===== config.mk =====
export PLATFORM = sky130hd
export DESIGN_NAME = bb3_lane
export DESIGN_NICKNAME = d
export VERILOG_FILES = /design/src/hdl/bb3_pkg.sv /design/src/hdl/bb3_lane.sv
export SDC_FILE = /design/constraint.sdc
export NUM_CORES = 1
export LEC_CHECK = 0
export BUFFER_PORTS_ARGS = -buffer_cell sky130_fd_sc_hd__buf_2
export CAP_MARGIN = 20
export CORE_MARGIN = 1
export CORE_UTILIZATION = 45
export DETAILED_ROUTE_END_ITERATION = 10
export HOLD_SLACK_MARGIN = 0.03
export PLACE_DENSITY = 0.64
export SYNTH_ARGS = -nofsm -noshare
export SYNTH_HDL_FRONTEND = slang
export SYNTH_SLANG_ARGS = --single-unit

===== constraint.sdc =====
create_clock -name clk -period 13.4 [get_ports clk]
set_clock_uncertainty 0.2 [all_clocks]
set_input_delay 1.34 -clock clk [delete_from_list [all_inputs] [get_ports clk]]
set_output_delay 1.34 -clock clk [all_outputs]
set_load 0.02 [all_outputs]

===== src/hdl/bb3_pkg.sv =====
// shared types, constants and tables for the edge-aware 3x3 box blur
package bb3_pkg;

  // frame geometry limits
  localparam int MAX_WIDTH  = 1024;
  localparam int MAX_HEIGHT = 4096;

  // register field widths
  localparam int WIDTH_REG_W  = 11;
  localparam int HEIGHT_REG_W = 13;
  localparam int CFG_DATA_W   = 13;
  localparam int CFG_IDX_W    = 1;

  localparam logic [WIDTH_REG_W-1:0]  WIDTH_RESET  = WIDTH_REG_W'(640);
  localparam logic [HEIGHT_REG_W-1:0] HEIGHT_RESET = HEIGHT_REG_W'(480);

  // register indexes
  localparam logic [CFG_IDX_W-1:0] CFG_IMAGE_WIDTH  = 1'b0;
  localparam logic [CFG_IDX_W-1:0] CFG_IMAGE_HEIGHT = 1'b1;

  // request codes
  localparam logic REQ_PIXEL = 1'b0;
  localparam logic REQ_DRAIN = 1'b1;

  // position counter widths
  localparam int COL_W  = $clog2(MAX_WIDTH);
  localparam int OROW_W = $clog2(MAX_HEIGHT);
  localparam int ROW_W  = OROW_W + 1;

  // pixel and window
  localparam int CH_W  = 8;
  localparam int N_CH  = 3;
  localparam int PIX_W = CH_W * N_CH;
  localparam int WIN_N = 9;

  // averaging arithmetic: floor(num / (2*count)) = (num * recip) >> RECIP_SHIFT
  localparam int CNT_W       = 4;
  localparam int SUM_W       = 12;
  localparam int NUM_W       = SUM_W + 1;
  localparam int RECIP_SHIFT = 18;
  localparam int RECIP_W     = 18;
  localparam int PROD_W      = NUM_W + RECIP_W;

  typedef struct packed {
    logic            req_type;
    logic [CH_W-1:0] red_in;
    logic [CH_W-1:0] green_in;
    logic [CH_W-1:0] blue_in;
  } pix_in_t;

  typedef struct packed {
    logic [CH_W-1:0] red_out;
    logic [CH_W-1:0] green_out;
    logic [CH_W-1:0] blue_out;
    logic            last_pixel;
  } pix_out_t;

  // stage enables from the sequencer to the channel lanes
  typedef struct packed {
    logic sum_en;
    logic mul_en;
  } lane_ctl_t;

  typedef enum logic [2:0] {
    ST_IDLE,
    ST_RD,
    ST_SH,
    ST_SUM,
    ST_MUL,
    ST_OUT
  } state_t;

  // ceil(2^RECIP_SHIFT / (2*count)) for the neighbour counts that can occur
  function automatic logic [RECIP_W-1:0] recip_of(input logic [CNT_W-1:0] count);
    logic [RECIP_W-1:0] m;
    unique case (count)
      4'd2:    m = RECIP_W'(65536);
      4'd3:    m = RECIP_W'(43691);
      4'd4:    m = RECIP_W'(32768);
      4'd6:    m = RECIP_W'(21846);
      4'd9:    m = RECIP_W'(14564);
      default: m = RECIP_W'(131072);
    endcase
    return m;
  endfunction

endpackage


===== src/hdl/bb3_lane.sv =====
// one colour channel: masked window sum, then rounded average by reciprocal multiply
module bb3_lane (
  input  logic                                           clk,
  input  bb3_pkg::lane_ctl_t                             ctl,
  input  logic [bb3_pkg::WIN_N-1:0][bb3_pkg::CH_W-1:0]   px,
  input  logic [bb3_pkg::WIN_N-1:0]                      mask,
  input  logic [bb3_pkg::CNT_W-1:0]                      count,
  input  logic [bb3_pkg::RECIP_W-1:0]                    recip,
  output logic [bb3_pkg::CH_W-1:0]                       avg
);
  import bb3_pkg::*;

  logic [SUM_W-1:0]  sum;
  logic [NUM_W-1:0]  num_r;
  logic [PROD_W-1:0] prod_r;

  // sum of the in-frame neighbours
  always_comb begin
    sum = '0;
    for (int k = 0; k < WIN_N; k++) begin
      if (mask[k]) begin
        sum = sum + SUM_W'(px[k]);
      end
    end
  end

  // numerator 2*sum + count, then scaled by the reciprocal of 2*count
  always_ff @(posedge clk) begin
    if (ctl.sum_en) begin
      num_r <= {sum, 1'b0} + NUM_W'(count);
    end
    if (ctl.mul_en) begin
      prod_r <= PROD_W'(num_r) * PROD_W'(recip);
    end
  end

  assign avg = prod_r[RECIP_SHIFT +: CH_W];

endmodule


# --- Yosys cells after proc, flatten, opt, wreduce, memory -nomap -nowiden ---
# Index checks and enable logic that the tools add are counted.
totals:
  register_bits: 39
  in_bits: 106
  output_inout_bits: 8
  wordCells: 21
classes:
  add_sub_neg: 9
  n_mul: 1
  mux: 9
ops:
  columns: ["op", "n"]
  rows:
  - ["12-bit by 8-bit adder with 12-bit output", 8]
  - ["12-bit two-way mux", 8]
  - ["13-bit by 18-bit multiplier with 26-bit output", 1]
  - ["13-bit by 4-bit adder with 13-bit output", 1]
  - ["8-bit two-way mux", 1]

# --- Depth between registers and ports, before layout ---
# Gate-level depths: netlist of run 1.
depth:
  depth_word: 18
  depth_mapped: 50
  ltp_nobuf: 49

# --- Worst setup path before layout of run 1 ---
# No wires, ideal clock.
synth_path:
  kind: "input port to flip-flop"
  from: "in mask[0] in the netlist's numbering"
  to: "reg num_r[12], data pin"
  setup_time_ns: 0.258
  t_arrival_ns: 9.703
  required_ns: 12.942
  slack_ns: 3.239
  stages: 45
  n_path_buf: 1
  path_cell_list: "buf_2 -> and2_1 -> ha_1 -> inv_1 -> fa_1 -> mux2i_1 -> ha_1 -> a21o_1 -> a211oi_1 -> nor2_1 -> or3_1 -> ha_1 -> o21ai_1 -> nor2_1 -> o21ai_0 -> o21a_1 -> ha_1 -> xnor2_1 -> (+9 left out) -> o31a_1 -> a21oi_1 -> o22ai_1 -> a211oi_1 -> ha_1 -> a21boi_0 -> o21a_1 -> or3_1 -> nand2_1 -> a21oi_1 -> ha_1 -> o21ai_0 -> a21oi_1 -> a221oi_2 -> nand4_1 -> nor3b_1 -> o211ai_2 -> xnor2_1"
synth_between:
  elab_chain_len: 18
synth_rtl:
  columns: ["element", "line", "rtl"]
  rows:
  - ["from (decl)", "bb3_lane.sv:6", "input logic [bb3_pkg::WIN_N-1:0] mask,"]
  - ["8-bit two-way mux *", "bb3_lane.sv:21", "if (mask[k]) begin"]
  - ["12-bit by 8-bit adder with 12-bit output", "bb3_lane.sv:22", "sum = sum + SUM_W'(px[k]);"]
  - ["12-bit two-way mux *", "bb3_lane.sv:21", null]
  - ["12-bit by 8-bit adder with 12-bit output", "bb3_lane.sv:22", null]
  - ["12-bit two-way mux *", "bb3_lane.sv:21", null]
  - ["12-bit by 8-bit adder with 12-bit output", "bb3_lane.sv:22", null]
  - ["12-bit two-way mux *", "bb3_lane.sv:21", null]
  - ["12-bit by 8-bit adder with 12-bit output", "bb3_lane.sv:22", null]
  - ["(+2 left out)", null, null]
  - ["12-bit two-way mux *", "bb3_lane.sv:21", null]
  - ["12-bit by 8-bit adder with 12-bit output", "bb3_lane.sv:22", null]
  - ["12-bit two-way mux *", "bb3_lane.sv:21", null]
  - ["12-bit by 8-bit adder with 12-bit output", "bb3_lane.sv:22", null]
  - ["12-bit two-way mux *", "bb3_lane.sv:21", null]
  - ["12-bit by 8-bit adder with 12-bit output", "bb3_lane.sv:22", null]
  - ["12-bit two-way mux *", "bb3_lane.sv:21", null]
  - ["13-bit by 4-bit adder with 13-bit output *", "bb3_lane.sv:30", "num_r <= {sum, 1'b0} + NUM_W'(count);"]
  - ["to (signal assigned)", "bb3_lane.sv:30", null]
  - ["to (decl)", "bb3_lane.sv:14", "logic [NUM_W-1:0] num_r;"]
# Mark *: on every way between the ends. The rest lies on a longest branch, timed or not.
# A chain may end at the register's enable or synchronous reset.

# --- Worst setup path in the final report of run 1 ---
# Same ends and word-level chain as after synthesis.

==> results.txt, run 1 <==
The flow ran to the end, and the final reports show no timing, DRC or antenna violations. The portion of the clock cycle consumed by the worst path in the final layout came out at 0.823. The maximum operating frequency came out at 90.7 MHz. Setup repair after global routing left no endpoint under its margin. The tools report the number of antenna violations at the first check in global routing as 2. The die covers 25200 um2. The ratio of cells with drive above 1 in the final layout is 0.120. In the routed design, unresolved DRC markers number 0.

Among the stages of the critical path, the cell type that occurs most often is sky130_fd_sc_hd__ha_1. The final worst slack was 2.37 ns. Highest-delay cell along the critical path: sky130_fd_sc_hd__fa_1. In this run, synthesis inferred 21 flip-flops with an integrated enable. The clock reaches the later pin of the worst-skew pair after 0.26 ns. Synthesis produced a netlist with a net count of 1706. Before CTS, the worst setup slack after placement is 2.18 ns. Relative to the synthesized area, the layout overhead comes to 7.51%. The number of diodes is 0. The tools report the area of the mapped netlist as 11100 um2. The critical path startpoint category was an input port. The initial standard-cell utilization of the core is 0.457, and the maximum root-to-sink buffer count is 2. After the last flow step, the layout net total stands at 1773.

The setup TNS came out at 0 ns. The detailed router placed 9021 vias in this run. After legalization and detailed placement, the total HPWL measured 21.2 mm. At the worst endpoint, the required time is 13.21 ns.

The worst hold path belongs to the class input port to flop. The tool flagged a number of max-cap violations equal to 0. After the first detailed-routing iteration, the DRC count stood at 469. Leaving out fill and tap cells, the most frequent cells in the layout are sky130_fd_sc_hd__inv_1 (205), sky130_fd_sc_hd__nand2_1 (192), sky130_fd_sc_hd__fa_1 (176). The final routed wirelength across all metal layers was 25.5 mm. Buffers placed on the I/O ports in this run total 113. TritonCTS built the clock tree.

The filler cells instantiated in the layout total 2353. Along the worst path, the maximum fanout reaches 13. The tools report the cell total after placement as 1692.

The tools report the post-cts repair resize count as 0. The die width was 159 um; the number of hold-slack violations in the final timing report was 0. At the worst endpoint, the arrival time is 10.84 ns. The run gives 1696 as the final standard cell count with taps included and fillers excluded. Hold timing on the final database bottoms out at a slack of 1.08 ns.

Clock tree synthesis selected as its root buffer the cell sky130_fd_sc_hd__clkbuf_16. The tools report the count of H-tree levels built during CTS as 1. The number of placement rows was 57; the slew of the pin with the lowest slew margin was 0.911 ns. The number of different library cells used by synthesis comes to 79. The average detailed-routed wire length per instance came out at 15.0 um. Once the clock tree was built, the setup fixing pass inserted 0 buffers.

Area of the core: 24200 um2. The run gives 0 as the yosys synthesis warning count. The number of hold buffers added after cts came out at 0. The first global-routing pass estimated 43.5 mm of wire. The vertical extent of the die was 159 um. The count of boundary I/O pins is 114, and the total area of sequential cells is 631 um2. Once detail routing completed, the nets flagged for antenna violations numbered 0. Kind of capture point of the worst setup path: a flop. Clock-pin slew was measured on the worst setup and hold paths at 0.06 ns.

Summing all multi-input logic gate instances after layout gives 9450 um2. The fraction of registers with async set/reset is 0, and the max-slew violation count is 0. The clock sink count was 21. For the largest net degree at the start of global routing, the log shows 26.

Routability-driven placement finished with a final weighted congestion of 0.882. Top flip-flop cell by instance count after synthesis: sky130_fd_sc_hd__edfxtp_1. The share of synthesized area occupied by flip-flops and latches is 0.0569, and the total global-route track usage is 0.209.

The number of clock buffers inserted by TritonCTS was 3; the synthesized area divided by synthesized cell count was 8.48 um2. The stage delay of the slowest cell on the critical path came out at 0.41 ns. The cell count after synthesis came out at 1306. Setup violations remaining at the end of the flow were counted as 0.

For this run, the detailed router's first-pass iteration total came to 5. The commonest non-fill, non-tap cell in the layout is sky130_fd_sc_hd__inv_1. After detailed routing, the number of vias per cell comes to 5.32.

The number of global-route vias before repair was 9210; the global route total overflow was 0. The run gives 0.393 as the worst slew margin relative to its limit. The worst setup path is of the input port to flop kind. Counting I/O delays and the setup requirement, the final critical path takes 11.03 ns. After synthesis the netlist holds a flip-flop and latch count of 21.
==> layer usage <==
| layer | global-route usage | vias up | wire [um] |
|---|---|---|---|
| met5 | 0 | - | 27 |
| met4 | 0.0455 | 4 | 365 |
| met3 | 0.0146 | 29 | 824 |
| met2 | 0.372 | 196 | 12600 |
| met1 | 0.276 | 4431 | 11700 |
| li1 | - | 4361 | - |
==> cell usage after synthesis (5+ instances only) <==
cell type | count | share of area
sky130_fd_sc_hd__o21ai_0 | 45 | 0.020
sky130_fd_sc_hd__inv_1 | 205 | 0.069
sky130_fd_sc_hd__mux2i_1 | 6 | 0.0054
sky130_fd_sc_hd__nand4_1 | 7 | 0.0040
sky130_fd_sc_hd__nor3_1 | 10 | 0.0045
sky130_fd_sc_hd__o21a_1 | 13 | 0.0088
sky130_fd_sc_hd__nand3_1 | 12 | 0.0054
sky130_fd_sc_hd__xor2_1 | 18 | 0.014
sky130_fd_sc_hd__nand3b_1 | 7 | 0.0047
sky130_fd_sc_hd__fa_1 | 176 | 0.32
sky130_fd_sc_hd__o21ai_1 | 10 | 0.0045
sky130_fd_sc_hd__clkbuf_1 | 45 | 0.015
sky130_fd_sc_hd__a21oi_1 | 54 | 0.024
sky130_fd_sc_hd__mux2_2 | 23 | 0.023
sky130_fd_sc_hd__nor2_1 | 52 | 0.018
sky130_fd_sc_hd__a211oi_1 | 13 | 0.0088
sky130_fd_sc_hd__nor2b_1 | 10 | 0.0056
sky130_fd_sc_hd__ha_1 | 118 | 0.13
sky130_fd_sc_hd__xnor2_1 | 44 | 0.035
sky130_fd_sc_hd__o21bai_1 | 5 | 0.0034
sky130_fd_sc_hd__nand2b_1 | 7 | 0.0040
sky130_fd_sc_hd__a31oi_1 | 5 | 0.0028
sky130_fd_sc_hd__a21o_1 | 25 | 0.017
sky130_fd_sc_hd__nand2_1 | 192 | 0.065
sky130_fd_sc_hd__or3_1 | 7 | 0.0040
sky130_fd_sc_hd__edfxtp_1 | 21 | 0.057
sky130_fd_sc_hd__and2_1 | 84 | 0.047
==> cell type report <==
type,instances,share of cell area
Sequential cell,21,0.0530
Inverter,207,0.0652
Clock inverter,1,0.000630
Timing Repair Buffer,113,0.0475
Clock buffer,3,0.00630
Multi-Input combinational cell,1027,0.793
Tap cell,324,0.0340
==> state kept, by name (all words and copies together) (netlist names) <==
| signal | flops |
|---|---|
| prod_r | 8 |
| num_r | 13 |
==> stage by stage <==
step | instance area [um2] | util
2_1_floorplan | 11100 | -
3_3_place_gp | 11800 | 0.488
3_5_place_dp | 11800 | 0.488
4_1_cts | 11900 | 0.491
5_1_grt | 11900 | 0.491
6_report | 11900 | 0.491
==> cell families after synthesis <==
family | synth area share
AND/OR/NAND/NOR | 0.180
adder cells (fa/ha/maj) | 0.451
buffers and inverters | 0.0901
AO/OA/AOI/OAI | 0.131
XOR/XNOR | 0.0617
multiplexers | 0.0288
flip-flops | 0.0569
==> final timing paths <==
path	startpoint	end	slack [ns]	cells past startpoint
worst max register to register	num_r[4]	prod_r[25]	6.55	18
worst min register to register	num_r[12]	prod_r[25]	1.29	5
worst max-delay path	mask[0]	num_r[12]	2.37	45
worst min-delay path	count[0]	num_r[0]	1.08	1
==> critical path, delay by kind of cell <==
kind                     cells  cell delay, ns
AO/OA/AOI/OAI               18            3.28
XOR/XNOR                     2            0.28
buffers and inverters        2            0.25
adder cells (fa/ha/maj)      9            2.86
AND/OR/NAND/NOR             11            1.95
multiplexers                 3            0.87
Power of run 1 is left out: the tool's default activity adds up to more than one toggle a clock period on the data nets, which glitch-free logic cannot reach.
==> run 2, diff against run 1 <==
ABC_AREA = 1   (was default)
clock period = 10.75 ns   (was 13.4 ns; I/O delays follow)
==> run 2 against run 1 <==
Against the previous run: register-to-register slack lost 2.1 ns; cell count is 17% higher; routed wire length is 1.7% lower; hold slack lost 0.29 ns.
==> results.txt, run 2 <==
The commonest non-fill, non-tap cell in the layout was sky130_fd_sc_hd__nand2_1. Setup repair after global routing left no endpoint under its margin. The first global-routing pass estimated 45.0 mm of wire.

The synthesized area divided by synthesized cell count is 7.09 um2. For the maximum operating frequency, the log shows 101 MHz. The largest net degree at the start of global routing was 19. Data arrives at the worst endpoint at 9.68 ns. The logs give 24500 um2 for the area of the core and 2528 for the filler cell count in the final layout. The portion of the clock cycle consumed by the worst path in the final layout is 0.917, and the final critical delay including setup and external delays is 9.86 ns. The total global-route track usage is 0.210, and the HPWL reported at the end of detailed placement is 21.4 mm. The detail route stage leaves a number of antenna-violating nets equal to 0. Global routing finished with a remaining overflow of 0. Number of hold-slack violations in the final timing report: 0.

In the routed design, unresolved DRC markers number 0. In this run the tool buffered the top-level ports with 113 buffer cells. The tools report the setup TNS as 0 ns. The tools report the number of endpoints failing setup at the final stage as 0. Before antenna repair, the detailed router went through 5 iterations. The final route contains 9692 vias. From synthesis to final layout, the design area changed by 7.56%.

STA classifies the critical path endpoint as a flop. By instance count, the leading cell after synthesis is sky130_fd_sc_hd__nand2_1. Dividing the detail-routed wire length by the instance count gives 12.6 um.

Die width: 161 um. The logs give 0 for the number of antenna violations at the first check in global routing and 0 for the yosys synthesis warning count. TritonCTS built the clock tree. The count of max-cap constraint violations was 0; the number of placement rows was 57. The ratio of cells with drive above 1 in the final layout works out to 0.108. Buffers added to address setup during post-CTS repair amount to 0. Ranked by instance count, the synthesized netlist is headed by sky130_fd_sc_hd__nand2_1 (460), sky130_fd_sc_hd__inv_1 (379), sky130_fd_sc_hd__fa_1 (176). The final routed wirelength across all metal layers was 25.1 mm.

After detailed routing, the number of vias per cell comes to 4.87. At the pin with the least slew margin, the transition time is 0.850 ns. The run gives 9970 as the number of global-route vias before repair. The top flip-flop cell by instance count after synthesis is sky130_fd_sc_hd__edfxtp_1. The tools report the insertion delay to the later sink of the worst-skew pair as 0.26 ns. The floorplan die area is 25900 um2, and the number of clock buffers inserted by TritonCTS is 3. The worst setup path is of the input port to flop kind. The final core area utilization was 0.498. The number of synthesized flops with an enable pin was 21. The maximum root-to-sink buffer count was 2. For the count of H-tree levels built during CTS, the log shows 1. The netlist uses 37 different library cells.

The slowest stage of the critical path belongs to the cell sky130_fd_sc_hd__fa_1. After synthesis the cells add up to 11400 um2. In the post-synthesis netlist, the biggest area contributors are sky130_fd_sc_hd__fa_1 (31%), sky130_fd_sc_hd__nand2_1 (15%), sky130_fd_sc_hd__ha_1 (13%), sky130_fd_sc_hd__inv_1 (13%), sky130_fd_sc_hd__edfxtp_1 (5.6%). For this block, the initial DRC count from the detailed router was 404. The flip-flop and latch count after synthesis was 21; the fraction of registers with async set/reset was 0.

The largest registers in the layout are num_r: 13 flops, prod_r: 8 flops. The total nets after synthesis is 2002. The initial standard-cell utilization of the core is 0.463, and the stage delay of the slowest cell on the critical path is 0.53 ns. The run finished with clean final reports. The number of nets in the layout was 2069; the share of synthesized area occupied by flip-flops and latches was 0.0555. The max-slew violation count came out at 0. The register with the most flip-flops in the layout has 13 of them.

Of all nets on the critical path, the largest fanout is 11. For the worst setup path, the data required time is 10.57 ns. Routability-driven placement finished with a final weighted congestion of 0.871. Counting flops per register, the top entry is num_r. In the layout the commonest cells are sky130_fd_sc_hd__nand2_1 (460), sky130_fd_sc_hd__inv_1 (379), sky130_fd_sc_hd__fa_1 (176). The largest total area in the synthesized netlist belongs to sky130_fd_sc_hd__fa_1. The share of the synthesized area in the top cell type was 0.310. The worst hold path belongs to the class input port to flop. Worst slew margin relative to its limit: 0.433. The tools report the buffer cell driving the clock tree root as sky130_fd_sc_hd__clkbuf_16.

The die is 161 um tall. The CTS clock-pin slew for the worst setup and hold paths was 0.06 ns; the count of mapped cells out of synthesis was 1602. The worst setup path is launched from an input port. The count of boundary I/O pins was 114; the number of diodes was 0. The clock sink count came out at 21.
run 2: cell types whose count changed after synthesis, sizes merged, moves of 8 or more:
cell / before / now
a211oi: 13 / 0
a21o: 25 / 2
and2: 85 / 10
inv: 207 / 383
mux2: 23 / 0
nand2: 192 / 489
nand2b: 8 / 0
nand3: 12 / 93
nor2b: 10 / 0
nor3: 11 / 2
o21a: 13 / 3
o21ai: 55 / 45
xnor2: 46 / 15
xor2: 21 / 30
run 2: cell families after synthesis:
kind of cell | synth area share
adder cells (fa/ha/maj) | 0.440
XOR/XNOR | 0.0347
flip-flops | 0.0555
buffers and inverters | 0.145
AO/OA/AOI/OAI | 0.0571
AND/OR/NAND/NOR | 0.268
run 2: worst max-delay path: cells and delay by family:
family          cells  cell delay [ns]
compound gates      8             1.59
simple gates       25             2.61
xor+xnor            1             0.15
fa+ha+maj           9             3.36
buf+inv            12             0.90
run 2: final cells by class:
class                      instances  area [um2]  area share
clock buffer                       3        75.1     0.00615
clock inverter                     1        5.00    0.000410
inverter                         383        1440       0.118
multi-input combinational       1145        9080       0.743
sequential                        21         631      0.0516
tap                              324         405      0.0332
timing repair buffer             115         581      0.0475
run 2: what timing repair did:
action | CTS | global route
endpoints found under the setup margin | 0 | 1
hold buffers | 0 | 0
resized for setup | 0 | 1
run 2: worst paths after layout:
check | start | endpoint | slack (ns) | cells after the start
hold reg to reg | num_r[10] | prod_r[25] | 1.25 | 6
setup reg to reg | num_r[2] | prod_r[25] | 4.41 | 24
setup / recovery | mask[0] | num_r[12] | 0.89 | 55
hold / removal | count[0] | num_r[0] | 0.79 | 1
run 2: metrics by stage:
step	hold WS (ns)	cell area [um2]	cells	worst slack (ns)
after floorplan	0.906	11400	1602	1.59
after global placement	1.05	12100	1988	0.861
after detailed placement	1.05	12100	1988	0.614
after CTS	0.780	12200	1992	0.882
after global routing	0.775	12200	1992	0.0159
final	0.785	12200	1992	0.894
run 2: layer usage:
layer / global-route usage / wire (um) / up-vias
met5: 0 / 0 / -
met4: 0.0334 / 340 / 0
met3: 0.0142 / 1060 / 23
met2: 0.371 / 12100 / 202
met1: 0.284 / 11600 / 4541
li1: - / - / 4926
Power of run 2 is left out for the same reason.
==> run 3, diff against run 2 <==
CAP_MARGIN = default   (was 20)
PLACE_DENSITY = default   (was 0.64)
==> run 3 against run 2 <==
Against the previous run: sequential share of layout area barely moved; hold slack got worse by 0.0031 ns; first-iteration DRC count rose by 18%; global-route usage rose by 0.25 points; critical path depth fell by 2; non-clock buffer count rose by 3; worst setup slack improved by 0.086 ns; routed wire length rose by 2.7%; fmax rose by 0.88%; count of clock-buffer cells in the layout did not move; register-to-register slack got worse by 0.10 ns; critical endpoint unchanged.
==> results.txt, run 3 (synthesized netlist as in run 2, its figures left out) <==
The flow ran to the end, and the final reports show no timing, DRC or antenna violations. TritonCTS built the clock tree. The worst hold path begins at count[0]. The initialized floorplan defines 57 standard-cell rows. The clock sink count was 21. The critical path startpoint category is an input port.

The first detailed-routing pass took 5 iterations. The detailed router finished its first iteration with 477 violations. The CTS clock-pin slew for the worst setup and hold paths was 0.07 ns; the slew of the pin with the lowest slew margin was 0.821 ns.

In this run the worst path has a maximum fanout of 11. Number of antenna violations at the first check in global routing: 4. In this run the tool buffered the top-level ports with 113 buffer cells.

The maximum root-to-sink buffer count came out at 2. The largest registers in the layout are num_r: 13 flops, prod_r: 8 flops. Counting flops per register, the top entry is num_r. Max-cap violations in this run came to 0.

The average detailed-routed wire length per instance works out to 12.9 um. The path category of the worst min-delay check was input port to flop. The highest-delay cell along the critical path is sky130_fd_sc_hd__fa_1. The initial standard-cell utilization of the core came out at 0.463. The maximum operating frequency came out at 102 MHz. Cell with the most instances on the worst path: sky130_fd_sc_hd__inv_1.

The number of nets in the layout is 2072, and the largest net degree at the start of global routing is 19. The number of flip-flops under the largest register name is 13, and the stage delay of the slowest cell on the critical path is 0.53 ns. For the finished layout, the period the worst path requires is 9.77 ns. STA classifies the critical path endpoint as a flop. The number of hold-slack violations in the final timing report was 0. The worst setup path is of the input port to flop kind. The routed layout has 9696 vias. The number of endpoints failing setup at the final stage came out at 0.

The reg-to-reg critical path startpoint is num_r[1]. The count of H-tree levels built during CTS is 1, and the HPWL reported at the end of detailed placement is 21.7 mm. The portion of the clock cycle consumed by the worst path in the final layout works out to 0.909. Setup repair after global routing left no endpoint under its margin. The tools report the worst slew margin relative to its limit as 0.453. The commonest non-fill, non-tap cell in the layout is sky130_fd_sc_hd__nand2_1. Final core area utilization: 0.499. The relative area change from synthesis to final layout came out at 7.84%. The critical path starts at mask[0]. The ratio of cells with drive above 1 in the final layout is 0.110, and the count of boundary I/O pins is 114.

The tools report the worst endpoint data arrival time as 9.60 ns. The worst endpoint required time is 10.58 ns, and the final weighted congestion in routability-driven placement is 0.851. The global route total overflow is 0, and the number of vias per cell after detailed routing is 4.86. After the flow finishes, the layout carries non-filler instances totaling 1996. The layout has 2499 filler cells. The detail route stage leaves a number of antenna-violating nets equal to 0.

The number of global-route vias before repair is 9753. In this run the clock root is driven by a sky130_fd_sc_hd__clkbuf_16. The floorplan step set the die height to 161 um. After detailed routing, the number of remaining DRC violations is 0. For the worst-skew pair, the clock arrives at the later sink with an insertion delay of 0.27 ns. The run gives 24500 um2 as the area of the core. The number of clock buffers inserted by TritonCTS was 3; the wire length of the first global-routing pass was 45.3 mm.

The cell total after placement was 1991; the setup TNS was 0 ns. Total global-route track usage: 0.212. The run gives 0 as the max-slew violation count. The library cells used most frequently in the layout, excluding fill and tap cells, are sky130_fd_sc_hd__nand2_1 (460), sky130_fd_sc_hd__inv_1 (379), sky130_fd_sc_hd__fa_1 (176). Final routed wirelength across all metal layers: 25.8 mm. The die width works out to 161 um. The floorplan step defined a die boundary enclosing 25900 um2.
-- run 3: final cells by class --
| cell class | instances | area, um2 | area share |
|---|---|---|---|
| flip-flops and latches | 21 | 631 | 0.0515 |
| inverters | 383 | 1440 | 0.117 |
| multi-input cells | 1145 | 9080 | 0.742 |
| clock inverters | 1 | 7.51 | 0.000613 |
| repair buffers | 118 | 603 | 0.0492 |
| clock buffers | 3 | 75.1 | 0.00613 |
| well taps | 324 | 405 | 0.0331 |
| diodes | 1 | 2.50 | 0.000204 |
-- run 3: routing by layer --
layer  wire length, um  global-route usage
met2             12300               0.374
met5                10                   0
met1             11900               0.288
met3              1310              0.0248
met4               228              0.0210
-- run 3: path summary, 6_finish.rpt --
path | end | slack, ns | depth (start not counted)
max | num_r[12] | 0.98 | 53
min | num_r[0] | 0.78 | 1
max reg2reg | prod_r[25] | 4.31 | 24
min reg2reg | prod_r[25] | 1.21 | 7
-- run 3: timing repair --
| action | 4_1_cts | 5_1_grt |
|---|---|---|
| gates resized for setup | 0 | 2 |
| setup endpoints to repair | 0 | 3 |
| hold buffers | 0 | 0 |
| buffers inserted | 0 | 0 |
-- run 3: worst max-delay path: cells and delay by family --
family / cells / cell delay (ns)
fa+ha+maj: 9 / 3.33
simple gates: 22 / 2.40
compound gates: 9 / 1.67
buf+inv: 12 / 0.95
xor+xnor: 1 / 0.15
-- run 3: through the flow --
stage          instance area (um2)  hold WS, ns  worst slack, ns
2_1_floorplan                11400        0.906             1.59
3_3_place_gp                 12200         1.06            0.834
3_5_place_dp                 12200         1.06            0.655
4_1_cts                      12200        0.778            0.889
5_1_grt                      12200        0.772           0.0209
6_report                     12200        0.782            0.980
Power of run 3 is left out for the same reason.
